`config.mk`:
```
export PLATFORM = sky130hd
export DESIGN_NAME = epoch_seconds_to_calendar_top_flat
export DESIGN_NICKNAME = d
export VERILOG_FILES = /design/src/sv/es2c_pkg.sv /design/src/sv/es2c_if.sv /design/src/sv/es2c_div.sv /design/src/sv/es2c_dp.sv /design/src/sv/es2c_ctrl.sv /design/src/sv/epoch_seconds_to_calendar_top.sv /design/src/flat_wrapper.sv
export SDC_FILE = /design/constraint.sdc
export NUM_CORES = 1
export LEC_CHECK = 0
export ABC_AREA = 1
export ABC_CLOCK_PERIOD_IN_PS = 10650
export BUFFER_PORTS_ARGS = -buffer_cell sky130_fd_sc_hd__buf_2
export CAP_MARGIN = 5
export CELL_PAD_IN_SITES_DETAIL_PLACEMENT = 1
export CELL_PAD_IN_SITES_GLOBAL_PLACEMENT = 1
export CORE_ASPECT_RATIO = 0.7
export CORE_UTILIZATION = 24
export DETAILED_ROUTE_END_ITERATION = 8
export HOLD_SLACK_MARGIN = 0.03
export PLACE_DENSITY_LB_ADDON = 0.1
export REMOVE_ABC_BUFFERS = 1
export SKIP_LAST_GASP = 1
export SLEW_MARGIN = 25
export SYNTH_ARGS = -nofsm -noshare
export SYNTH_HDL_FRONTEND = slang
export SYNTH_HIERARCHICAL = 1
export SYNTH_SLANG_ARGS = --single-unit
```
`constraint.sdc`:
```
create_clock -name i_clk -period 10.65 [get_ports i_clk]
set_clock_uncertainty 0.2 [all_clocks]
set_input_delay 0.5325 -clock i_clk [delete_from_list [all_inputs] [get_ports i_clk]]
set_output_delay 0.5325 -clock i_clk [all_outputs]
set_load 0.05 [all_outputs]
```
`src/sv/es2c_pkg.sv`:
```
// -----------------------------------------------------------------------------
// es2c_pkg
// Types, constants and small tables shared by the epoch-to-calendar blocks.
// -----------------------------------------------------------------------------
`default_nettype none

package es2c_pkg;

    // Shared divider geometry
    localparam int QW                = 60;   // dividend / quotient register width
    localparam int RW                = 18;   // remainder / divisor width
    localparam int DIV_BITS_PER_STEP = 4;    // quotient bits retired per cycle
    localparam int STEP_W            = 4;    // width of the step counter

    // Divisors
    localparam logic [RW-1:0] SECS_PER_DAY  = 18'd86400;
    localparam logic [RW-1:0] DAYS_400Y     = 18'd146097;
    localparam logic [RW-1:0] DAYS_100Y     = 18'd36524;
    localparam logic [RW-1:0] DAYS_4Y       = 18'd1461;
    localparam logic [RW-1:0] DAYS_1Y       = 18'd365;
    localparam logic [RW-1:0] DAYS_PER_WEEK = 18'd7;
    localparam logic [RW-1:0] SECS_PER_HOUR = 18'd3600;
    localparam logic [RW-1:0] SECS_PER_MIN  = 18'd60;

    // Accepted input range
    localparam logic signed [63:0] LOW_BOUND  = -64'sd2147483648 * 64'sd31622400;
    localparam logic signed [63:0] HIGH_BOUND = 64'sd2147483647 * 64'sd31622400;

    // Day count is taken from 2000-03-01 and shifted up by a whole number of
    // 400-year eras so every dividend stays non-negative.
    localparam logic signed [63:0] MARCH_2000  = 64'sd946684800 + 64'sd86400 * 64'sd60;
    localparam logic signed [63:0] ERA_OFFSET  = 64'sd8388608;
    localparam logic signed [63:0] SECS_OFFSET =
        ERA_OFFSET * 64'sd146097 * 64'sd86400 - MARCH_2000;
    // Era shift in years, less the 100 years between 1900 and 2000
    localparam logic signed [35:0] YEAR_BIAS = 36'(ERA_OFFSET * 64'sd400 - 64'sd100);

    typedef enum logic [2:0] {
        OP_DAY  = 3'd0,
        OP_ERA  = 3'd1,
        OP_WDAY = 3'd2,
        OP_CENT = 3'd3,
        OP_QUAD = 3'd4,
        OP_YEAR = 3'd5,
        OP_HOUR = 3'd6,
        OP_MIN  = 3'd7
    } t_op;

    typedef struct packed {
        logic take_in;
        logic load;
        logic start;
        t_op  op;
        logic fin_a;
        logic out_load;
    } t_cmd;

    typedef struct packed {
        logic oob;
        logic div_busy;
        logic div_done;
    } t_sts;

    typedef struct packed {
        logic               status;
        logic signed [31:0] year_since_1900;
        logic [3:0]         month;
        logic [4:0]         day_of_month;
        logic [2:0]         weekday;
        logic [8:0]         day_of_year;
        logic [4:0]         hour;
        logic [5:0]         minute;
        logic [5:0]         second;
    } t_result;

    function automatic logic [RW-1:0] op_divisor(input t_op op);
        case (op)
            OP_DAY:  return SECS_PER_DAY;
            OP_ERA:  return DAYS_400Y;
            OP_WDAY: return DAYS_PER_WEEK;
            OP_CENT: return DAYS_100Y;
            OP_QUAD: return DAYS_4Y;
            OP_YEAR: return DAYS_1Y;
            OP_HOUR: return SECS_PER_HOUR;
            OP_MIN:  return SECS_PER_MIN;
            default: return SECS_PER_DAY;
        endcase
    endfunction

    // Iteration steps per division: dividend bits / DIV_BITS_PER_STEP
    function automatic logic [STEP_W-1:0] op_steps(input t_op op);
        case (op)
            OP_DAY:  return 4'd15;
            OP_ERA:  return 4'd11;
            OP_WDAY: return 4'd5;
            OP_CENT: return 4'd5;
            OP_QUAD: return 4'd4;
            OP_YEAR: return 4'd3;
            OP_HOUR: return 4'd5;
            OP_MIN:  return 4'd3;
            default: return 4'd15;
        endcase
    endfunction

    function automatic t_op next_op(input t_op op);
        case (op)
            OP_DAY:  return OP_ERA;
            OP_ERA:  return OP_WDAY;
            OP_WDAY: return OP_CENT;
            OP_CENT: return OP_QUAD;
            OP_QUAD: return OP_YEAR;
            OP_YEAR: return OP_HOUR;
            OP_HOUR: return OP_MIN;
            OP_MIN:  return OP_DAY;
            default: return OP_DAY;
        endcase
    endfunction

    // First day of each month in a March-based year
    function automatic logic [8:0] month_start(input logic [3:0] m);
        case (m)
            4'd0:    return 9'd0;
            4'd1:    return 9'd31;
            4'd2:    return 9'd61;
            4'd3:    return 9'd92;
            4'd4:    return 9'd122;
            4'd5:    return 9'd153;
            4'd6:    return 9'd184;
            4'd7:    return 9'd214;
            4'd8:    return 9'd245;
            4'd9:    return 9'd275;
            4'd10:   return 9'd306;
            4'd11:   return 9'd337;
            default: return 9'd0;
        endcase
    endfunction

endpackage

`default_nettype wire

```
`src/sv/es2c_if.sv`:
```
// -----------------------------------------------------------------------------
// es2c_in_if / es2c_out_if
// Valid/ready channels for the epoch-seconds input and the calendar result.
// -----------------------------------------------------------------------------
`default_nettype none

interface es2c_in_if;
    logic               valid;
    logic               ready;
    logic signed [63:0] epoch_seconds;

    modport source (output valid, output epoch_seconds, input ready);
    modport sink   (input valid, input epoch_seconds, output ready);
endinterface

interface es2c_out_if;
    logic               valid;
    logic               ready;
    logic               status;
    logic signed [31:0] year_since_1900;
    logic [3:0]         month;
    logic [4:0]         day_of_month;
    logic [2:0]         weekday;
    logic [8:0]         day_of_year;
    logic [4:0]         hour;
    logic [5:0]         minute;
    logic [5:0]         second;

    modport source (output valid, output status, output year_since_1900, output month,
                    output day_of_month, output weekday, output day_of_year,
                    output hour, output minute, output second, input ready);
    modport sink   (input valid, input status, input year_since_1900, input month,
                    input day_of_month, input weekday, input day_of_year,
                    input hour, input minute, input second, output ready);
endinterface

`default_nettype wire

```
`src/sv/es2c_div.sv`:
```
// -----------------------------------------------------------------------------
// es2c_div
// Iterative restoring divider, four quotient bits per cycle.
// -----------------------------------------------------------------------------
`default_nettype none

module es2c_div import es2c_pkg::*; (
    input  logic              i_clk,
    input  logic              i_rst_n,
    input  logic              i_start,
    input  logic [QW-1:0]     i_dividend,
    input  logic [RW-1:0]     i_divisor,
    input  logic [STEP_W-1:0] i_steps,
    output logic [QW-1:0]     o_quotient,
    output logic [RW-1:0]     o_remainder,
    output logic              o_busy,
    output logic              o_done
);

    logic [QW-1:0]     r_q;
    logic [RW-1:0]     r_rem;
    logic [RW-1:0]     r_div;
    logic [STEP_W-1:0] r_cnt;
    logic              r_done;

    logic [QW-1:0]     n_q;
    logic [RW-1:0]     n_rem;
    logic [RW:0]       trial;

    // Dividend is left-aligned; shift its top bit into the partial remainder
    always_comb begin
        n_q   = r_q;
        n_rem = r_rem;
        trial = '0;
        for (int k = 0; k < DIV_BITS_PER_STEP; k++) begin
            trial = {n_rem, n_q[QW-1]};
            n_q   = {n_q[QW-2:0], 1'b0};
            if (trial >= {1'b0, r_div}) begin
                n_rem  = RW'(trial - {1'b0, r_div});
                n_q[0] = 1'b1;
            end else begin
                n_rem = trial[RW-1:0];
            end
        end
    end

    always_ff @(posedge i_clk) begin
        if (!i_rst_n) begin
            r_cnt  <= '0;
            r_done <= 1'b0;
        end else begin
            r_done <= 1'b0;
            if (i_start) begin
                r_cnt <= i_steps;
            end else if (r_cnt != '0) begin
                r_cnt  <= r_cnt - 1'b1;
                r_done <= (r_cnt == STEP_W'(1));
            end
        end
    end

    always_ff @(posedge i_clk) begin
        if (i_start) begin
            r_q   <= i_dividend;
            r_rem <= '0;
            r_div <= i_divisor;
        end else if (r_cnt != '0) begin
            r_q   <= n_q;
            r_rem <= n_rem;
        end
    end

    assign o_quotient  = r_q;
    assign o_remainder = r_rem;
    assign o_busy      = (r_cnt != '0);
    assign o_done      = r_done;

`ifndef SYNTHESIS
    a_start_when_idle: assert property (@(posedge i_clk) disable iff (!i_rst_n)
        i_start |-> !o_busy)
        else $error("divider restarted while busy");

    a_last_step_done: assert property (@(posedge i_clk) disable iff (!i_rst_n)
        (r_cnt == STEP_W'(1)) && !i_start |=> o_done && !o_busy)
        else $error("divider did not finish after last step");
`endif

endmodule

`default_nettype wire

```
`src/sv/es2c_dp.sv`:
```
// -----------------------------------------------------------------------------
// es2c_dp
// Datapath: input range check, division sequence results, calendar assembly.
// -----------------------------------------------------------------------------
`default_nettype none

module es2c_dp import es2c_pkg::*; (
    input  logic               i_clk,
    input  logic               i_rst_n,
    input  t_cmd               i_cmd,
    output t_sts               o_sts,
    input  logic signed [63:0] i_epoch_seconds,
    output t_result            o_result
);

    logic signed [63:0] r_t;
    logic               r_oob;
    logic [57:0]        r_secs;
    logic [40:0]        r_days;
    logic [16:0]        r_sod;
    logic [23:0]        r_qc;
    logic [17:0]        r_rd;
    logic [2:0]         r_wday;
    logic [1:0]         r_cc;
    logic [4:0]         r_q4;
    logic [1:0]         r_ry;
    logic [4:0]         r_hour;
    logic [5:0]         r_minute;
    logic [5:0]         r_second;
    logic [3:0]         r_month;
    logic [4:0]         r_mday;
    logic [8:0]         r_yday;
    logic               r_carry;
    logic [33:0]        r_ypart;
    t_op                r_op;
    t_result            r_res;

    logic signed [63:0] secs_sum;
    logic [QW-1:0]      dividend;
    logic [17:0]        wd_v;
    logic [QW-1:0]      div_q;
    logic [RW-1:0]      div_rem;
    logic               div_busy;
    logic               div_done;
    logic [RW-1:0]      rem_adj;
    logic               leap;
    logic [8:0]         rd9;
    logic [3:0]         mon_cnt;
    logic [8:0]         mon_start;
    logic [9:0]         yday_a;
    logic [9:0]         ylen;
    logic [9:0]         yday_v;
    logic [4:0]         mday_v;
    logic [3:0]         month_v;
    logic               carry_v;
    logic [33:0]        ypart_v;
    logic signed [35:0] years_v;
    logic               ovf;
    t_result            res_v;

    assign secs_sum = r_t + SECS_OFFSET;
    assign wd_v     = r_rd + 18'd3;

    // Left-align each dividend so its width is a whole number of steps
    always_comb begin
        case (i_cmd.op)
            OP_DAY:  dividend = {2'b00, r_secs};
            OP_ERA:  dividend = {3'b000, r_days, 16'h0000};
            OP_WDAY: dividend = {2'b00, wd_v, 40'h0};
            OP_CENT: dividend = {2'b00, r_rd, 40'h0};
            OP_QUAD: dividend = {r_rd[15:0], 44'h0};
            OP_YEAR: dividend = {r_rd[11:0], 48'h0};
            OP_HOUR: dividend = {3'b000, r_sod, 40'h0};
            OP_MIN:  dividend = {r_sod[11:0], 48'h0};
            default: dividend = {2'b00, r_secs};
        endcase
    end

    es2c_div u_div (
        .i_clk       (i_clk),
        .i_rst_n     (i_rst_n),
        .i_start     (i_cmd.start),
        .i_dividend  (dividend),
        .i_divisor   (op_divisor(i_cmd.op)),
        .i_steps     (op_steps(i_cmd.op)),
        .o_quotient  (div_q),
        .o_remainder (div_rem),
        .o_busy      (div_busy),
        .o_done      (div_done)
    );

    // Remainder when the last cycle of a capped split absorbs one more unit
    assign rem_adj = div_rem + op_divisor(r_op);

    // Month search over the March-based year
    assign rd9 = r_rd[8:0];
    always_comb begin
        mon_cnt = '0;
        for (int k = 1; k < 12; k++) begin
            if (rd9 >= month_start(4'(k))) begin
                mon_cnt = mon_cnt + 4'd1;
            end
        end
    end

    assign mon_start = month_start(mon_cnt);
    assign mday_v    = 5'(rd9 - mon_start + 9'd1);
    assign leap      = (r_ry == 2'd0) && ((r_q4 != 5'd0) || (r_cc == 2'd0));
    assign yday_a    = {1'b0, rd9} + 10'd59 + {9'd0, leap};
    assign ylen      = 10'd365 + {9'd0, leap};
    assign yday_v    = (yday_a >= ylen) ? (yday_a - ylen) : yday_a;

    always_comb begin
        if (mon_cnt >= 4'd10) begin
            month_v = mon_cnt - 4'd10;
            carry_v = 1'b1;
        end else begin
            month_v = mon_cnt + 4'd2;
            carry_v = 1'b0;
        end
    end

    assign ypart_v = 34'(r_ry) + (34'(r_q4) << 2) + 34'(r_cc) * 34'd100
                   + 34'(r_qc) * 34'd400;

    assign years_v = $signed({2'b00, r_ypart}) + $signed({35'd0, r_carry}) - YEAR_BIAS;
    assign ovf     = !((years_v[35:31] == 5'b00000) || (years_v[35:31] == 5'b11111));

    always_comb begin
        res_v = '0;
        if (r_oob || ovf) begin
            res_v.status = 1'b1;
        end else begin
            res_v.year_since_1900 = years_v[31:0];
            res_v.month           = r_month;
            res_v.day_of_month    = r_mday;
            res_v.weekday         = r_wday;
            res_v.day_of_year     = r_yday;
            res_v.hour            = r_hour;
            res_v.minute          = r_minute;
            res_v.second          = r_second;
        end
    end

    always_ff @(posedge i_clk) begin
        if (!i_rst_n) begin
            r_oob <= 1'b0;
        end else if (i_cmd.load) begin
            r_oob <= (r_t < LOW_BOUND) || (r_t > HIGH_BOUND);
        end
    end

    always_ff @(posedge i_clk) begin
        if (i_cmd.take_in) begin
            r_t <= i_epoch_seconds;
        end
        if (i_cmd.load) begin
            r_secs <= secs_sum[57:0];
        end
        if (i_cmd.start) begin
            r_op <= i_cmd.op;
        end
        if (div_done) begin
            case (r_op)
                OP_DAY: begin
                    r_days <= div_q[40:0];
                    r_sod  <= div_rem[16:0];
                end
                OP_ERA: begin
                    r_qc <= div_q[23:0];
                    r_rd <= div_rem;
                end
                OP_WDAY: begin
                    r_wday <= div_rem[2:0];
                end
                OP_CENT: begin
                    // last day of a 400-year era stays in the fourth century
                    if (div_q[2:0] == 3'd4) begin
                        r_cc <= 2'd3;
                        r_rd <= rem_adj;
                    end else begin
                        r_cc <= div_q[1:0];
                        r_rd <= div_rem;
                    end
                end
                OP_QUAD: begin
                    if (div_q[4:0] == 5'd25) begin
                        r_q4 <= 5'd24;
                        r_rd <= rem_adj;
                    end else begin
                        r_q4 <= div_q[4:0];
                        r_rd <= div_rem;
                    end
                end
                OP_YEAR: begin
                    // leap day at the end of a 4-year cycle stays in year three
                    if (div_q[2:0] == 3'd4) begin
                        r_ry <= 2'd3;
                        r_rd <= rem_adj;
                    end else begin
                        r_ry <= div_q[1:0];
                        r_rd <= div_rem;
                    end
                end
                OP_HOUR: begin
                    r_hour <= div_q[4:0];
                    r_sod  <= div_rem[16:0];
                end
                OP_MIN: begin
                    r_minute <= div_q[5:0];
                    r_second <= div_rem[5:0];
                end
                default: begin
                    r_wday <= r_wday;
                end
            endcase
        end
        if (i_cmd.fin_a) begin
            r_month <= month_v;
            r_mday  <= mday_v;
            r_yday  <= yday_v[8:0];
            r_carry <= carry_v;
            r_ypart <= ypart_v;
        end
        if (i_cmd.out_load) begin
            r_res <= res_v;
        end
    end

    assign o_sts.oob      = r_oob;
    assign o_sts.div_busy = div_busy;
    assign o_sts.div_done = div_done;
    assign o_result       = r_res;

`ifndef SYNTHESIS
    a_error_fields_zero: assert property (@(posedge i_clk) disable iff (!i_rst_n)
        i_cmd.out_load && res_v.status |=>
            (r_res.year_since_1900 == 32'sd0) && (r_res.day_of_month == 5'd0)
            && (r_res.month == 4'd0))
        else $error("error result carries nonzero calendar fields");
`endif

endmodule

`default_nettype wire

```
`src/sv/es2c_ctrl.sv`:
```
// -----------------------------------------------------------------------------
// es2c_ctrl
// Controller: sequences the eight divisions and the final assembly steps.
// -----------------------------------------------------------------------------
`default_nettype none

module es2c_ctrl import es2c_pkg::*; (
    input  logic i_clk,
    input  logic i_rst_n,
    input  logic i_in_valid,
    output logic o_in_ready,
    output logic o_out_valid,
    input  logic i_out_ready,
    input  t_sts i_sts,
    output t_cmd o_cmd
);

    typedef enum logic [5:0] {
        S_IDLE   = 6'b000001,
        S_LOAD   = 6'b000010,
        S_LAUNCH = 6'b000100,
        S_WAIT   = 6'b001000,
        S_FIN_A  = 6'b010000,
        S_FIN_B  = 6'b100000
    } t_state;

    t_state r_state;
    t_state n_state;
    t_op    r_op;
    t_op    n_op;
    logic   r_out_valid;
    logic   n_out_valid;

    always_comb begin
        n_state     = r_state;
        n_op        = r_op;
        n_out_valid = r_out_valid;
        o_cmd       = '0;
        o_cmd.op    = r_op;
        if (r_out_valid && i_out_ready) begin
            n_out_valid = 1'b0;
        end
        case (r_state)
            S_IDLE: begin
                if (i_in_valid) begin
                    o_cmd.take_in = 1'b1;
                    n_state       = S_LOAD;
                end
            end
            S_LOAD: begin
                o_cmd.load = 1'b1;
                n_op       = OP_DAY;
                n_state    = S_LAUNCH;
            end
            S_LAUNCH: begin
                if (i_sts.oob) begin
                    n_state = S_FIN_B;
                end else begin
                    o_cmd.start = 1'b1;
                    n_state     = S_WAIT;
                end
            end
            S_WAIT: begin
                if (i_sts.div_done) begin
                    if (r_op == OP_MIN) begin
                        n_state = S_FIN_A;
                    end else begin
                        n_op    = next_op(r_op);
                        n_state = S_LAUNCH;
                    end
                end
            end
            S_FIN_A: begin
                o_cmd.fin_a = 1'b1;
                n_state     = S_FIN_B;
            end
            S_FIN_B: begin
                if (!r_out_valid || i_out_ready) begin
                    o_cmd.out_load = 1'b1;
                    n_out_valid    = 1'b1;
                    n_state        = S_IDLE;
                end
            end
            default: begin
                n_state = S_IDLE;
            end
        endcase
    end

    always_ff @(posedge i_clk) begin
        if (!i_rst_n) begin
            r_state     <= S_IDLE;
            r_op        <= OP_DAY;
            r_out_valid <= 1'b0;
        end else begin
            r_state     <= n_state;
            r_op        <= n_op;
            r_out_valid <= n_out_valid;
        end
    end

    assign o_in_ready  = (r_state == S_IDLE);
    assign o_out_valid = r_out_valid;

`ifndef SYNTHESIS
    a_done_in_wait: assert property (@(posedge i_clk) disable iff (!i_rst_n)
        i_sts.div_done |-> (r_state == S_WAIT))
        else $error("divider finished outside the wait state");

    a_free_slot_unloads: assert property (@(posedge i_clk) disable iff (!i_rst_n)
        (r_state == S_FIN_B) && !r_out_valid |=> (r_state == S_IDLE) && r_out_valid)
        else $error("result not moved into free output register");
`endif

endmodule

`default_nettype wire

```
`src/sv/epoch_seconds_to_calendar_top.sv`:
```
// Sequence: eight constant divisions share one 4-bit-per-cycle divider, each
//   launched from S_LAUNCH and awaited in S_WAIT; then S_FIN_A and S_FIN_B
//   assemble the calendar fields and load the output register.
// Flow: one transaction at a time; an out-of-range input skips the divisions.
// Reset: synchronous active-low i_rst_n clears the controller, the divider
//   counter and the output valid flag; there is no clearing pass.
// -----------------------------------------------------------------------------
// epoch_seconds_to_calendar_top
// Signed Unix seconds to proleptic Gregorian UTC calendar fields.
// -----------------------------------------------------------------------------
`default_nettype none

module epoch_seconds_to_calendar_top import es2c_pkg::*; (
    input  logic        i_clk,
    input  logic        i_rst_n,
    es2c_in_if.sink     i_in,
    es2c_out_if.source  o_out
);

    // Command and status between controller and datapath
    t_cmd    cmd;
    t_sts    sts;
    t_result result;

    // Controller: accepts one transaction in idle, walks the division
    // sequence (days, era, weekday, century, 4-year, year, hour, minute)
    // unless the input is out of range, then assembles the calendar and
    // hands it to the output register. The output register lets the next
    // transaction in while a finished result still waits for the sink.
    es2c_ctrl u_ctrl (
        .i_clk       (i_clk),
        .i_rst_n     (i_rst_n),
        .i_in_valid  (i_in.valid),
        .o_in_ready  (i_in.ready),
        .o_out_valid (o_out.valid),
        .i_out_ready (o_out.ready),
        .i_sts       (sts),
        .o_cmd       (cmd)
    );

    // Datapath: shift the seconds count by whole 400-year eras so every
    // floored division becomes an unsigned one, run the divisions on the
    // shared divider, and undo the era shift on the year at the end.
    es2c_dp u_dp (
        .i_clk           (i_clk),
        .i_rst_n         (i_rst_n),
        .i_cmd           (cmd),
        .o_sts           (sts),
        .i_epoch_seconds (i_in.epoch_seconds),
        .o_result        (result)
    );

    // Drive the result channel payload from the output register
    assign o_out.status          = result.status;
    assign o_out.year_since_1900 = result.year_since_1900;
    assign o_out.month           = result.month;
    assign o_out.day_of_month    = result.day_of_month;
    assign o_out.weekday         = result.weekday;
    assign o_out.day_of_year     = result.day_of_year;
    assign o_out.hour            = result.hour;
    assign o_out.minute          = result.minute;
    assign o_out.second          = result.second;

endmodule

`default_nettype wire

```
`src/flat_wrapper.sv`:
```
// flat-port wrapper written by rule: the top's interface ports become plain ports
module epoch_seconds_to_calendar_top_flat import es2c_pkg::*;
  (i_clk, i_rst_n, i_in_valid, i_in_epoch_seconds, i_in_ready, o_out_valid, o_out_status, o_out_year_since_1900, o_out_month, o_out_day_of_month, o_out_weekday, o_out_day_of_year, o_out_hour, o_out_minute, o_out_second, o_out_ready);
  es2c_in_if i_in_i ();
  es2c_out_if o_out_i ();
  input  logic i_clk;
  input  logic i_rst_n;
  input wire logic [$bits(i_in_i.valid)-1:0] i_in_valid;
  input wire logic [$bits(i_in_i.epoch_seconds)-1:0] i_in_epoch_seconds;
  output wire logic [$bits(i_in_i.ready)-1:0] i_in_ready;
  output wire logic [$bits(o_out_i.valid)-1:0] o_out_valid;
  output wire logic [$bits(o_out_i.status)-1:0] o_out_status;
  output wire logic [$bits(o_out_i.year_since_1900)-1:0] o_out_year_since_1900;
  output wire logic [$bits(o_out_i.month)-1:0] o_out_month;
  output wire logic [$bits(o_out_i.day_of_month)-1:0] o_out_day_of_month;
  output wire logic [$bits(o_out_i.weekday)-1:0] o_out_weekday;
  output wire logic [$bits(o_out_i.day_of_year)-1:0] o_out_day_of_year;
  output wire logic [$bits(o_out_i.hour)-1:0] o_out_hour;
  output wire logic [$bits(o_out_i.minute)-1:0] o_out_minute;
  output wire logic [$bits(o_out_i.second)-1:0] o_out_second;
  input wire logic [$bits(o_out_i.ready)-1:0] o_out_ready;
  assign i_in_i.valid = i_in_valid;
  assign i_in_i.epoch_seconds = i_in_epoch_seconds;
  assign i_in_ready = i_in_i.ready;
  assign o_out_valid = o_out_i.valid;
  assign o_out_status = o_out_i.status;
  assign o_out_year_since_1900 = o_out_i.year_since_1900;
  assign o_out_month = o_out_i.month;
  assign o_out_day_of_month = o_out_i.day_of_month;
  assign o_out_weekday = o_out_i.weekday;
  assign o_out_day_of_year = o_out_i.day_of_year;
  assign o_out_hour = o_out_i.hour;
  assign o_out_minute = o_out_i.minute;
  assign o_out_second = o_out_i.second;
  assign o_out_i.ready = o_out_ready;
  epoch_seconds_to_calendar_top u_core (.i_clk(i_clk), .i_rst_n(i_rst_n), .i_in(i_in_i), .o_out(o_out_i));
endmodule
```
After elaboration in Yosys (flattened, before gate mapping). Memories as Yosys holds them, arrays and structs flattened. A register that Yosys moved wholly into a read port is not among the register bits. Cells that the tools add are included.

ROM bits: 488. Memories kept: 5. Register bits after elaboration: 472.

Multiplexer cells: 57. Eq/ne operators: 28. Reduce and logical (&&, ||, !) cells: 34. Add/subtract/negate cells: 31. Magnitude comparators: 19. Bitwise operators: 2. $mul: 2.

Memory list: (no name shown) (words 16, width 9, read ports 1, clocked after Yosys merged registers in 0, wr ports 0, RTL line es2c_pkg.sv:121) `case (m)`; (no name shown) (words 8, width 18, read ports 1, clocked after Yosys merged registers in 1, wr ports 0, RTL line es2c_pkg.sv:77) `case (op)`; (no name shown) (words 8, width 18, read ports 1, clocked after Yosys merged registers in 1, wr ports 0, RTL line es2c_pkg.sv:77); (no name shown) (words 8, width 4, read ports 1, clocked after Yosys merged registers in 1, wr ports 0, RTL line es2c_pkg.sv:92) `case (op)`; (no name shown) (words 8, width 3, read ports 1, clocked after Yosys merged registers in 1, wr ports 0, RTL line es2c_pkg.sv:106) `case (op)`.

Operator list (number): $pmux 60 s8 (1); $mux 60 (2); $mux 18 (6); $ge 19x18->1 (4); $sub 18x18->18 (4); $gt 64x57->1 const B (1); $lt 64x57->1 const B (1); $add 58x58->58 const B (1); $pmux 18 s3 (1); $mux 4 (13); $add 4x1->4 const B (10); $ge 9x8->1 const B (4); $pmux 6 s6 (1); $sub 35x32->36 const B (1); $add 34x1->35 (1); $add 10x33->34 (1); $mul 24x5->29 const B (1); $eq 3x3->1 const B (9); $ge 9x9->1 const B (3); $mux 6 (4); $mux 3 (7); $reduce_and 2->1 (10); $add 18x18->18 (1); $add 18x2->18 const B (1); other kinds (47) (85).

Depth between registers and ports, before layout. Gate-level depths: netlist of the first run. An unclocked memory read counts as a cell.

Depth after elaboration: 25. Depth in mapped cells: 63.

Hierarchy. The synthesis of the first run kept the hierarchy.

Modules (own cells, without submodules): es2c_dp (instances 1, area an instance 23322.4 um2, cells each 2443, sequential area each 11671.2 um2); es2c_div (instances 1, area an instance 9206.3 um2, cells each 1307, sequential area each 2802.7 um2); es2c_ctrl (instances 1, area an instance 661.9 um2, cells each 90, sequential area each 260.2 um2).

Worst setup path before layout of the first run. OpenSTA, ideal clock, no wires.

Path kind: reg-to-reg. Start point: register u_core.u_dp.u_div.r_div[1]. End point: register u_core.u_dp.u_div.r_q[0] (netlist: u_core/u_dp/u_div/o_quotient[0]) (data pin). Setup slack: 3122 ps. Cell stages (with the launch flop): 54. Data arrival time: 7057 ps. Path buffers: 6. Period minus slack after synthesis: 7528 ps. Setup time: 270 ps. Cell sequence: edfxtp_1 inv_1 ha_1 nand3_1 nand3_1 nand3_2 nand4_2 buf_6 or2_2 nand2_1 inv_1 ha_1 nand2_1 inv_1 nand2_1 nor3_1 nand2_1 nand2_1 [18 not listed] a21oi_1 buf_4 buf_2 nand3_1 nand2_1 inv_1 ha_1 a21oi_1 o21ai_1 a21oi_1 o21ai_1 nand3_1 nand2_1 nand3_1 nand2_1 a21oi_4 buf_2 a31oi_1.

Word-level cells in the longest chain between the ends: 10.

Ends and longest elaborated chain: start, declared (RTL line es2c_div.sv:22) `logic [RW-1:0] r_div;`; $sub 18x18->18 / $ge 19x18->1 (equally long branches) (RTL line es2c_div.sv:39, es2c_div.sv:38); $mux 18 (RTL line es2c_div.sv:38) `if (trial >= {1'b0, r_div}) begin`; $sub 18x18->18 / $ge 19x18->1 (equally long branches) (RTL line es2c_div.sv:39, es2c_div.sv:38); $mux 18 (RTL line es2c_div.sv:38); $sub 18x18->18 / $ge 19x18->1 (equally long branches) (RTL line es2c_div.sv:39, es2c_div.sv:38); $mux 18 (RTL line es2c_div.sv:38); $ge 19x18->1 * (RTL line es2c_div.sv:38); $mux 1 * (RTL line es2c_div.sv:38); $mux 60 * (RTL line es2c_div.sv:67) `end else if (r_cnt != '0) begin`; $mux 60 * (RTL line es2c_div.sv:63) `if (i_start) begin`; end signal, assigned (RTL line es2c_div.sv:64) `r_q <= i_dividend;`; end signal, assigned (RTL line es2c_div.sv:68) `r_q <= n_q;`; end, declared (RTL line es2c_div.sv:20) `logic [QW-1:0] r_q;`.

Mark *: on every way between the ends. The rest lies on a longest branch, timed or not. The select of a mux whose other input is x is not followed. A chain may end at the register's enable or synchronous reset.

Worst setup path after layout of the first run.
Start point: register u_core.u_dp.u_div.r_div[1]. End point: register u_core.u_dp.u_div.r_rem[8] (netlist: u_core/u_dp/u_div/o_remainder[8]).

Word-level cells in the longest chain between the ends: 8.

Ends and longest elaborated chain: $sub 18x18->18 / $ge 19x18->1 (equally long branches) (RTL line es2c_div.sv:39, es2c_div.sv:38); $mux 18 (RTL line es2c_div.sv:38); $sub 18x18->18 / $ge 19x18->1 (equally long branches) (RTL line es2c_div.sv:39, es2c_div.sv:38); $mux 18 (RTL line es2c_div.sv:38); $sub 18x18->18 / $ge 19x18->1 (equally long branches) (RTL line es2c_div.sv:39, es2c_div.sv:38); $mux 18 (RTL line es2c_div.sv:38); $sub 18x18->18 / $ge 19x18->1 (equally long branches) (RTL line es2c_div.sv:39, es2c_div.sv:38); $mux 18 * (RTL line es2c_div.sv:38); end signal, assigned (RTL line es2c_div.sv:69) `r_rem <= n_rem;`; end, declared (RTL line es2c_div.sv:21) `logic [RW-1:0] r_rem;`.

Mark *: on every way between the ends. The rest lies on a longest branch, timed or not.

==> impl_results.md, run 1 <==
- Status: completed
- Final setup vio count: 0
- Critical path's slowest cell: nand4_2
- Area grow syn2layout: 17.10%
- Worst Max-Slew Pin Slew: 1.003 ns
- CP peak stage delay: 0.54 ns
- CTS tree: built
- Slew Limit Fails: 0
- Via count: 26,880
- DIE WIDTH: 446.4 microns
- CTS resizes: 0
- Routed wire length: 122.4 mm
- Startpoint type of the worst setup path: flop
- HPWL Detailed: 97.12 mm
- Final min period: 9.310 ns
- Post-route ant nets: 0
- Worst Hold Class: flop to flop
- CORE AREA: 136,400 sq um
- Total CTS buffers: 58
- Slew margin rel.: 32.42%
- Antenna violations before repair: 10
- R2R depth: 50
- Initial drt markers: 1,776
- MaxCap Viol Count: 0
- Routed WL per cell: 20.48 microns
- Synth warnings: 6
- Vias in the first global route: 26,800
- Setup_tns: 0 ns
- DR pass1 iterations: 5
- Worst setup endpoint: u_core/u_dp/u_div/o_remainder[8]$_SDFFE_PP0N_
- Global-route wire length before repair: 180.2 mm
- Clock sink count: 508
- Layout net count: 4,414
- Worst R2R Setup Slack: 1.34 ns
- Unrepaired setup endpoints after global routing: no
- GRT overflow: 0
- Kind of critical path: flop to flop
- Clk_lat worst skew: 0.70 ns
- CP required: 11.00 ns
- Fmax: 0.1074 GHz
- Most frequent cells in the layout: 920 x nand2_1, 586 x inv_1, 456 x edfxtp_1
- CTS clk-pin slew, worst paths: 0.07 ns
- Most used cell, CP: nand2_1
- Vias per inst: 4.498
- GP Congestion: 0.8616
- Buffers on Ports: 140
- Hold_buf cts: 68
- Rows: 113
- Starting Density: 24.32%
- Layout cells sized above 1: 11.16%
- R2R Path End: u_core/u_dp/u_div/o_remainder[8]$_SDFFE_PP0N_
- I/O Pins: 141
- Critical Path AT: 9.66 ns
- Critical Path Start: u_core/u_dp/u_div/r_div[1]$_DFFE_PP_
- Max FO, Critical Path: 22
- Root buffer cell: clkbuf_16
- Post-CTS Setup Inserts: 0
- Total global routing track utilization: 17.22%
- Syn Area/Cell: 8.644 sq um
- Mapped Area: 33,180 sq um
- Clock Path Buffers: 3
- Die area: 139,800 sq um
- Largest net degree at the start of global routing: 71
- Hold Crit Start: u_core/u_dp/u_div/o_quotient[29]$_DFFE_PP_
- DRC viols: 0
- Height of the die: 313.1 microns
- Most common cell after layout, fill and taps aside: nand2_1
- Final period util: 87.41%
- Final Hold Viols: 0
- Gate Count Post-Synth: 3,839
- Setup crit end kind: flop
- Reg2reg start: u_core/u_dp/u_div/r_div[1]$_DFFE_PP_
- Htree depth: 2
## registers in the layout (all words and copies together) (netlist names), 6 cells and up, named ones only
register                       count
u_core/u_dp/r_secs                58
u_core/u_dp/r_sod                 17
u_core/u_dp/r_yday                 9
u_core/u_dp/r_ypart               34
u_core/u_dp/r_days                41
u_core/u_dp/o_result              71
u_core/u_dp/u_div/o_remainder     18
u_core/u_dp/r_rd                  18
u_core/u_dp/r_qc                  24
u_core/u_dp/r_minute               6
u_core/u_dp/u_div/r_div           18
u_core/u_dp/u_div/o_quotient      60
u_core/u_ctrl/r_state              6
u_core/u_dp/r_second               6
u_core/u_dp/r_t                   64
## through the flow
| stage | instances | util [%] | area [sq um] | worst slack, ns | hold slack [ns] |
|---|---|---|---|---|---|
| final | 5976 | 28.48 | 38860 | 1.340 | 0.2516 |
| after global routing | 5972 | 28.47 | 38850 | 0.4105 | 0.2649 |
| after CTS | 5970 | 28.45 | 38820 | 1.391 | 0.2543 |
| after detailed placement | 5795 | 26.56 | 36230 | 1.453 | 0.2369 |
| after global placement | 5795 | 26.55 | 36220 | 1.631 | 0.2400 |
| after floorplan | 3761 | - | 32750 | 1.855 | 0.2268 |
## worst max-delay path: cells and delay by family (launching register included)
kind,cells,cell delay [ns]
adder cells (fa/ha/maj),4,1.41
buffers and inverters,7,1.33
flip-flops,1,0.50
AND/OR/NAND/NOR,31,4.25
AO/OA/AOI/OAI,8,1.48
## cell type report
cell class	count	area, sq um
timing repair buffer	263	1814
inverter	614	2310
tap	1840	2302
multi-input combinational	2639	15780
antenna	5	12.51
clock inverter	31	325.3
fill	16040	97580
clock buffer	76	1582
sequential	508	14730
## how the worst min path moves through the flow
stage / endpoint / slack, ns / depth (start not counted)
after global placement: u_core/u_dp/r_days[24]$_DFFE_PP_ / 0.24 / 0
after detailed placement: u_core/u_dp/r_days[29]$_DFFE_PP_ / 0.24 / 0
after CTS: u_core/u_dp/r_days[29]$_DFFE_PP_ / 0.25 / 0
after global routing: u_core/u_dp/r_days[34]$_DFFE_PP_ / 0.26 / 0
final: u_core/u_dp/r_days[29]$_DFFE_PP_ / 0.25 / 0
after floorplan: u_core/u_dp/r_days[24]$_DFFE_PP_ / 0.23 / 0
## routing by layer
layer  vias up  track usage [%]  part of all wire [%]
li1      13270                -                     -
met1     13030            28.66                    56
met2       495            23.26                    38
met3        90            2.124                   4.3
met4         0            2.523                   1.2
met5         -                0                     0
Power of run 1 is left out: the tool's default activity adds up to more than one toggle a clock period on the data nets, which glitch-free logic cannot reach.
==> run 2, diff against run 1 <==
--- a/config.mk
+++ b/config.mk
@@ -21,5 +21,4 @@
 export SLEW_MARGIN = 25
 export SYNTH_ARGS = -nofsm -noshare
 export SYNTH_HDL_FRONTEND = slang
-export SYNTH_HIERARCHICAL = 1
 export SYNTH_SLANG_ARGS = --single-unit
==> impl_results.md, run 2 <==
- Final Hold Viols: 0
- Register area share after synthesis: 46.66%
- Final setup vio count: 0
- Most common cell in the netlist: nand2_1
- R2R Path End: u_core.u_dp.u_div.o_remainder[11]$_SDFFE_PP0N_
- Post-synth top flop: edfxtp_1
- Maximum vdd drop: 427.2 uV
- MaxCap Viol Count: 0
- Clock Path Buffers: 3
- Leak: 0.01603 uW
- Global-route wire length before repair: 168.4 mm
- Max FO, Critical Path: 20
- Initial drt markers: 1,699
- GRT overflow: 0
- Worst Hold Class: flop to flop
- Critical Path AT: 10.02 ns
- Fmax: 0.1037 GHz
- Rows: 110
- Final min period: 9.643 ns
- Most common cell after layout, fill and taps aside: nand2_1
- Height of the die: 305.4 microns
- Mapped Area: 31,560 sq um
- Status: completed
- Number of flip-flops in the largest register: 71
- Most frequent cells in the layout: 657 x nand2_1, 550 x inv_1, 453 x edfxtp_1
- Number of synthesized flops with an enable pin: 453
- Area grow syn2layout: 17.61%
- Buffers on Ports: 140
- GR peak layer: met1
- CORE AREA: 129,500 sq um
- Htree depth: 2
- Routed WL per cell: 20.47 microns
- Final non-filler cell total: 5,552
- CP Depth: 56
- Critical path's slowest cell: edfxtp_1
- Total CTS buffers: 56
- Vias in the first global route: 25,250
- Routed wire length: 113.7 mm
- Syn Area/Cell: 8.962 sq um
- Leading area contributor after synthesis: edfxtp_1
- CTS tree: built
- Cell variety after synth: 69
- Layout cells sized above 1: 10.09%
- Pwr/cell area: 367.7 nW/um^2
- Global-route met1 utilization: 27.56%
- Critical Path Start: u_core.u_dp.u_div.r_div[1]$_SDFFCE_PP0P_
- Synth area leaders: edfxtp_1 43%, ha_1 9.4%, nand2_1 7.8%
- Startpoint type of the worst setup path: flop
- Starting Density: 24.37%
- Total global routing track utilization: 16.78%
- CP peak stage delay: 0.52 ns
- Final period util: 90.55%
- Post-route ant nets: 0
- Critical path buffer and inverter count: 6
- I/O Pins: 141
- Met2 usage: 22.52%
- Root buffer cell: clkbuf_16
- Setup crit end kind: flop
- Via count: 25,010
- Worst setup endpoint: u_core.u_dp.u_div.o_remainder[11]$_SDFFE_PP0N_
- Synth warnings: 0
- Delay-heaviest family, CP: compound AO/OA/AOI/OAI gates
- Worst Max-Slew Pin Slew: 1.031 ns
- Ys async rst share: 0%
- GP Congestion: 0.8952
- Most instantiated cells after synthesis: 657 x nand2_1, 553 x inv_1, 453 x edfxtp_1, 301 x nor2_1, 245 x a21oi_1
- Setup_tns: 0 ns
- Clk_lat worst skew: 0.68 ns
- Kind of critical path: flop to flop
- DR pass1 iterations: 7
- HPWL Detailed: 89.99 mm
- Die area: 133,000 sq um
- Antenna violations before repair: 9
- Largest net degree at the start of global routing: 71
- Unrepaired setup endpoints after global routing: no
- CP required: 11.02 ns
- Vias per inst: 4.504
- Fillers: 15,080
- GRT met3 Usage: 2.966%
- R2R depth: 56
- Flop and latch count out of synthesis: 509
- Worst R2R Setup Slack: 1.01 ns
- Layout net count: 4,103
- Yosys top cell area share: 43.11%
- Cells after DPL: 5,376
- Slew Limit Fails: 0
- Most used cell, CP: nand2_1
- DRC viols: 0
- Clock sink count: 509
- Slew margin rel.: 31.13%
- DIE WIDTH: 435.4 microns
- Gate Count Post-Synth: 3,521
- CTS clk-pin slew, worst paths: 0.08 ns
- Reg2reg start: u_core.u_dp.u_div.r_div[1]$_SDFFCE_PP0P_
==> run 2: cell types whose count changed in the layout (fill, tap and decap cells not counted), moves of 10 or more <==
cell	previous run	this run
nand2_1	920	657
o211ai_1	8	18
o2111ai_1	1	12
o22ai_1	14	24
nand3_1	233	177
a21oi_1	178	245
o21ai_1	14	31
inv_1	586	550
o21ai_0	115	144
nand2_2	41	18
a22o_1	24	0
==> run 2: repair_timing <==
| item | in CTS | in global routing |
|---|---|---|
| resized for setup | 0 | 4 |
| endpoints found under the hold margin | 71 | 0 |
| endpoints found under the setup margin | 0 | 19 |
| buffers inserted | 0 | 2 |
| hold buffers | 67 | 0 |
==> run 2: area by class of cell <==
type | count | area (sq um) | area share [%]
Antenna cell | 2 | 5.005 | 0.01348
Tap cell | 1736 | 2172 | 5.852
Multi-Input combinational cell | 2372 | 14430 | 38.88
Clock buffer | 72 | 1461 | 3.938
Inverter | 567 | 2133 | 5.748
Timing Repair Buffer | 263 | 1812 | 4.882
Clock inverter | 31 | 374.1 | 1.008
Sequential cell | 509 | 14730 | 39.68
==> run 2: through the flow <==
step           utilization (%)  cell area (sq um)  total power, uW  setup slack, ns  hold slack (ns)
2_1_floorplan                -              31220             8560            2.137           0.2268
3_3_place_gp             26.68              34550            11660            1.031           0.2427
3_5_place_dp             26.68              34550            11510           0.7634           0.2367
4_1_cts                  28.61              37060            13630           0.7424           0.2511
5_1_grt                  28.65              37110            14770          0.06918           0.2672
6_report                 28.66              37110            13650            1.007           0.2458
==> run 2: power by group <==
| part | total [uW] | internal, uW | switching (uW) |
|---|---|---|---|
| Clock | 2010 | 1120 | 888 |
| Sequential | 2920 | 2630 | 291 |
| Combinational | 8720 | 2930 | 5790 |
==> run 2: worst reg2reg max path: cells and delay by family (launching register included) <==
kind                     cells  cell delay [ns]
adder cells (fa/ha/maj)      4             1.39
buffers and inverters        6             0.92
AND/OR/NAND/NOR             25             2.76
flip-flops                   1             0.52
AO/OA/AOI/OAI               21             3.75
==> run 2: worst min path at each step <==
stage                                                           from                          endpoint  slack (ns)  cells after the start
after detailed placement  u_core.u_dp.u_div.o_quotient[29]$_DFFE_PP_  u_core.u_dp.r_days[29]$_DFFE_PP_        0.24                      0
after global placement    u_core.u_dp.u_div.o_quotient[29]$_DFFE_PP_  u_core.u_dp.r_days[29]$_DFFE_PP_        0.24                      0
final                     u_core.u_dp.u_div.o_quotient[34]$_DFFE_PP_  u_core.u_dp.r_days[34]$_DFFE_PP_        0.25                      0
after CTS                 u_core.u_dp.u_div.o_quotient[34]$_DFFE_PP_  u_core.u_dp.r_days[34]$_DFFE_PP_        0.25                      0
after global routing      u_core.u_dp.u_div.o_quotient[29]$_DFFE_PP_  u_core.u_dp.r_days[29]$_DFFE_PP_        0.27                      0
after floorplan           u_core.u_dp.u_div.o_quotient[36]$_DFFE_PP_  u_core.u_dp.r_days[36]$_DFFE_PP_        0.23                      0
==> run 2: metal layers <==
layer | vias up | wire length (microns)
met2 | 450 | 42870
met5 | - | 0
met1 | 12110 | 63750
met4 | 0 | 1110
li1 | 12380 | -
met3 | 77 | 5942
==> run 2: kinds of logic after synthesis <==
logic type | Yosys count | share of synthesized area, %
adder cells (fa/ha/maj) | 266 | 11.24
AND/OR/NAND/NOR | 1342 | 18.55
AO/OA/AOI/OAI | 585 | 10.78
flip-flops | 509 | 46.66
buffers and inverters | 641 | 7.827
XOR/XNOR | 178 | 4.940
(Power assumes the default switching activity.)
==> run 3, diff against run 2 <==
--- a/config.mk
+++ b/config.mk
@@ -6,13 +6,12 @@
 export NUM_CORES = 1
 export LEC_CHECK = 0
 export ABC_AREA = 1
-export ABC_CLOCK_PERIOD_IN_PS = 10650
+export ABC_CLOCK_PERIOD_IN_PS = 8080
 export BUFFER_PORTS_ARGS = -buffer_cell sky130_fd_sc_hd__buf_2
 export CAP_MARGIN = 5
-export CELL_PAD_IN_SITES_DETAIL_PLACEMENT = 1
-export CELL_PAD_IN_SITES_GLOBAL_PLACEMENT = 1
 export CORE_ASPECT_RATIO = 0.7
 export CORE_UTILIZATION = 24
+export CTS_BUF_LIST = sky130_fd_sc_hd__clkbuf_8 sky130_fd_sc_hd__clkbuf_16
 export DETAILED_ROUTE_END_ITERATION = 8
 export HOLD_SLACK_MARGIN = 0.03
 export PLACE_DENSITY_LB_ADDON = 0.1
==> constraint.sdc (replaced) <==
create_clock -name i_clk -period 8.08 [get_ports i_clk]
set_clock_uncertainty 0.2 [all_clocks]
set_input_delay 0.404 -clock i_clk [delete_from_list [all_inputs] [get_ports i_clk]]
set_output_delay 0.404 -clock i_clk [all_outputs]
set_load 0.05 [all_outputs]
==> impl_results.md, run 3 (synthesized netlist as in run 2, its figures left out) <==
- Startpoint type of the worst setup path: flop
- Final Hold Viols: 0
- Die area: 133,000 sq um
- Total CTS buffers: 57
- R2R depth: 55
- CP peak stage delay: 0.50 ns
- Most frequent cells in the layout: 594 x nand2_1, 538 x inv_1, 453 x edfxtp_1
- Antenna violations before repair: 7
- Worst Hold Class: input port to flop
- I/O Pins: 141
- Layout net count: 4,494
- Rows: 110
- Cells after DPL: 5,691
- Final non-filler cell total: 5,942
- Critical Path AT: 8.63 ns
- Routed wire length: 110.6 mm
- CTS tree: built
- GP Congestion: 0.8987
- Fmax: 0.1208 GHz
- Status: finished with violations
- Starting Density: 24.37%
- R2R Path End: u_core.u_dp.u_div.o_remainder[4]$_SDFFE_PP0N_
- Setup crit end kind: flop
- Worst hold stages: 2
- Setup_tns: -3.250 ns
- Reg2reg start: u_core.u_dp.u_div.o_quotient[59]$_DFFE_PP_
- Final min period: 8.275 ns
- Failing checks: negative setup slack
- Via count: 26,270
- HPWL Detailed: 86.29 mm
- Most used cell, CP: nand2_1
- Global-route wire length before repair: 164.6 mm
- Area grow syn2layout: 32.48%
- Core Util, Final: 32.28%
- Final period util: 102.4%
- Root buffer cell: clkbuf_16
- CTS clk-pin slew, worst paths: 0.06 ns
- Vias per inst: 4.420
- Kind of critical path: flop to flop
- CP required: 8.43 ns
- Routed WL per cell: 18.61 microns
- Slew margin rel.: 34.47%
- Worst setup endpoint: u_core.u_dp.u_div.o_remainder[4]$_SDFFE_PP0N_
- Total global routing track utilization: 16.33%
- Unrepaired setup endpoints after global routing: yes
- DR pass1 iterations: 5
- Slew Limit Fails: 0
- DRC viols: 0
- Final Worst Setup Slack: -0.1948 ns
- Final setup vio count: 19
- Fillers: 13,610
- MaxCap Viol Count: 0
- Max FO, Critical Path: 5
- Htree depth: 2
- Buffers on Ports: 140
- Most common cell after layout, fill and taps aside: nand2_1
- Post-route ant nets: 0
- Vias in the first global route: 25,240
- Critical path buffer and inverter count: 9
- Multi-input gate area: 16,020 sq um
- Worst R2R Setup Slack: -0.19 ns
- Clk_lat worst skew: 0.67 ns
- Delay-heaviest family, CP: simple AND/OR/NAND/NOR gates
- Clock Path Buffers: 3
- Number of flip-flops in the largest register: 71
- Critical Path Start: u_core.u_dp.u_div.o_quotient[59]$_DFFE_PP_
- GRT overflow: 0
- Layout cells sized above 1: 24.30%
- CORE AREA: 129,500 sq um
- DIE WIDTH: 435.4 microns
- Clock sink count: 509
- Height of the die: 305.4 microns
- Largest net degree at the start of global routing: 76
- Critical path's slowest cell: edfxtp_1
- Worst Max-Slew Pin Slew: 0.9726 ns
- Register area: 14,720 sq um
- Initial drt markers: 2,025
- CP Depth: 55
==> run 3: repair_timing <==
item                                    in CTS  in global routing
hold buffers                                68                  0
endpoints found under the hold margin       76                  0
buffers inserted                            52                 21
resized for setup                          235                108
endpoints found under the setup margin      22                 23
cloned                                       7                  0
pin swaps                                   69                 89
==> run 3: metal layers <==
layer  share of wire, %  vias up  track usage [%]
li1                   -    13180                -
met1                 54    12410            26.42
met2                 37      589            21.20
met3                7.0       88            4.049
met4                1.4        2            2.850
met5             0.0090        -                0
==> run 3: layout make-up <==
type | instances | area share [%]
inverters | 567 | 5.103
clock buffers | 67 | 3.876
flip-flops and latches | 509 | 35.22
clock inverters | 37 | 0.6255
well taps | 1736 | 5.196
diodes | 1 | 0.005986
multi-input cells | 2376 | 38.31
repair buffers | 649 | 11.66
==> run 3: stage by stage <==
| stage | hold WS [ns] | worst slack [ns] | area (sq um) |
|---|---|---|---|
| floorplan | 0.2268 | -0.4331 | 31220 |
| global placement | 0.2411 | -0.8588 | 36940 |
| detailed placement | 0.2394 | -0.8007 | 36940 |
| CTS | 0.1823 | -0.1188 | 41100 |
| global route | 0.2147 | -0.6379 | 41800 |
| finish | 0.2375 | -0.1948 | 41810 |
==> run 3: worst min path at each step <==
stage / startpoint / to / slack, ns
after floorplan: u_core.u_dp.u_div.o_quotient[36]$_DFFE_PP_ / u_core.u_dp.r_days[36]$_DFFE_PP_ / 0.23
after global placement: u_core.u_dp.u_div.o_quotient[28]$_DFFE_PP_ / u_core.u_dp.r_days[28]$_DFFE_PP_ / 0.24
after detailed placement: u_core.u_dp.u_div.o_quotient[38]$_DFFE_PP_ / u_core.u_dp.r_days[38]$_DFFE_PP_ / 0.24
after CTS: i_in_epoch_seconds[35] / u_core.u_dp.r_t[35]$_DFFE_PP_ / 0.18
after global routing: i_in_epoch_seconds[24] / u_core.u_dp.r_t[24]$_DFFE_PP_ / 0.21
final: i_in_epoch_seconds[38] / u_core.u_dp.r_t[38]$_DFFE_PP_ / 0.24
Power of run 3 is left out for the same reason.
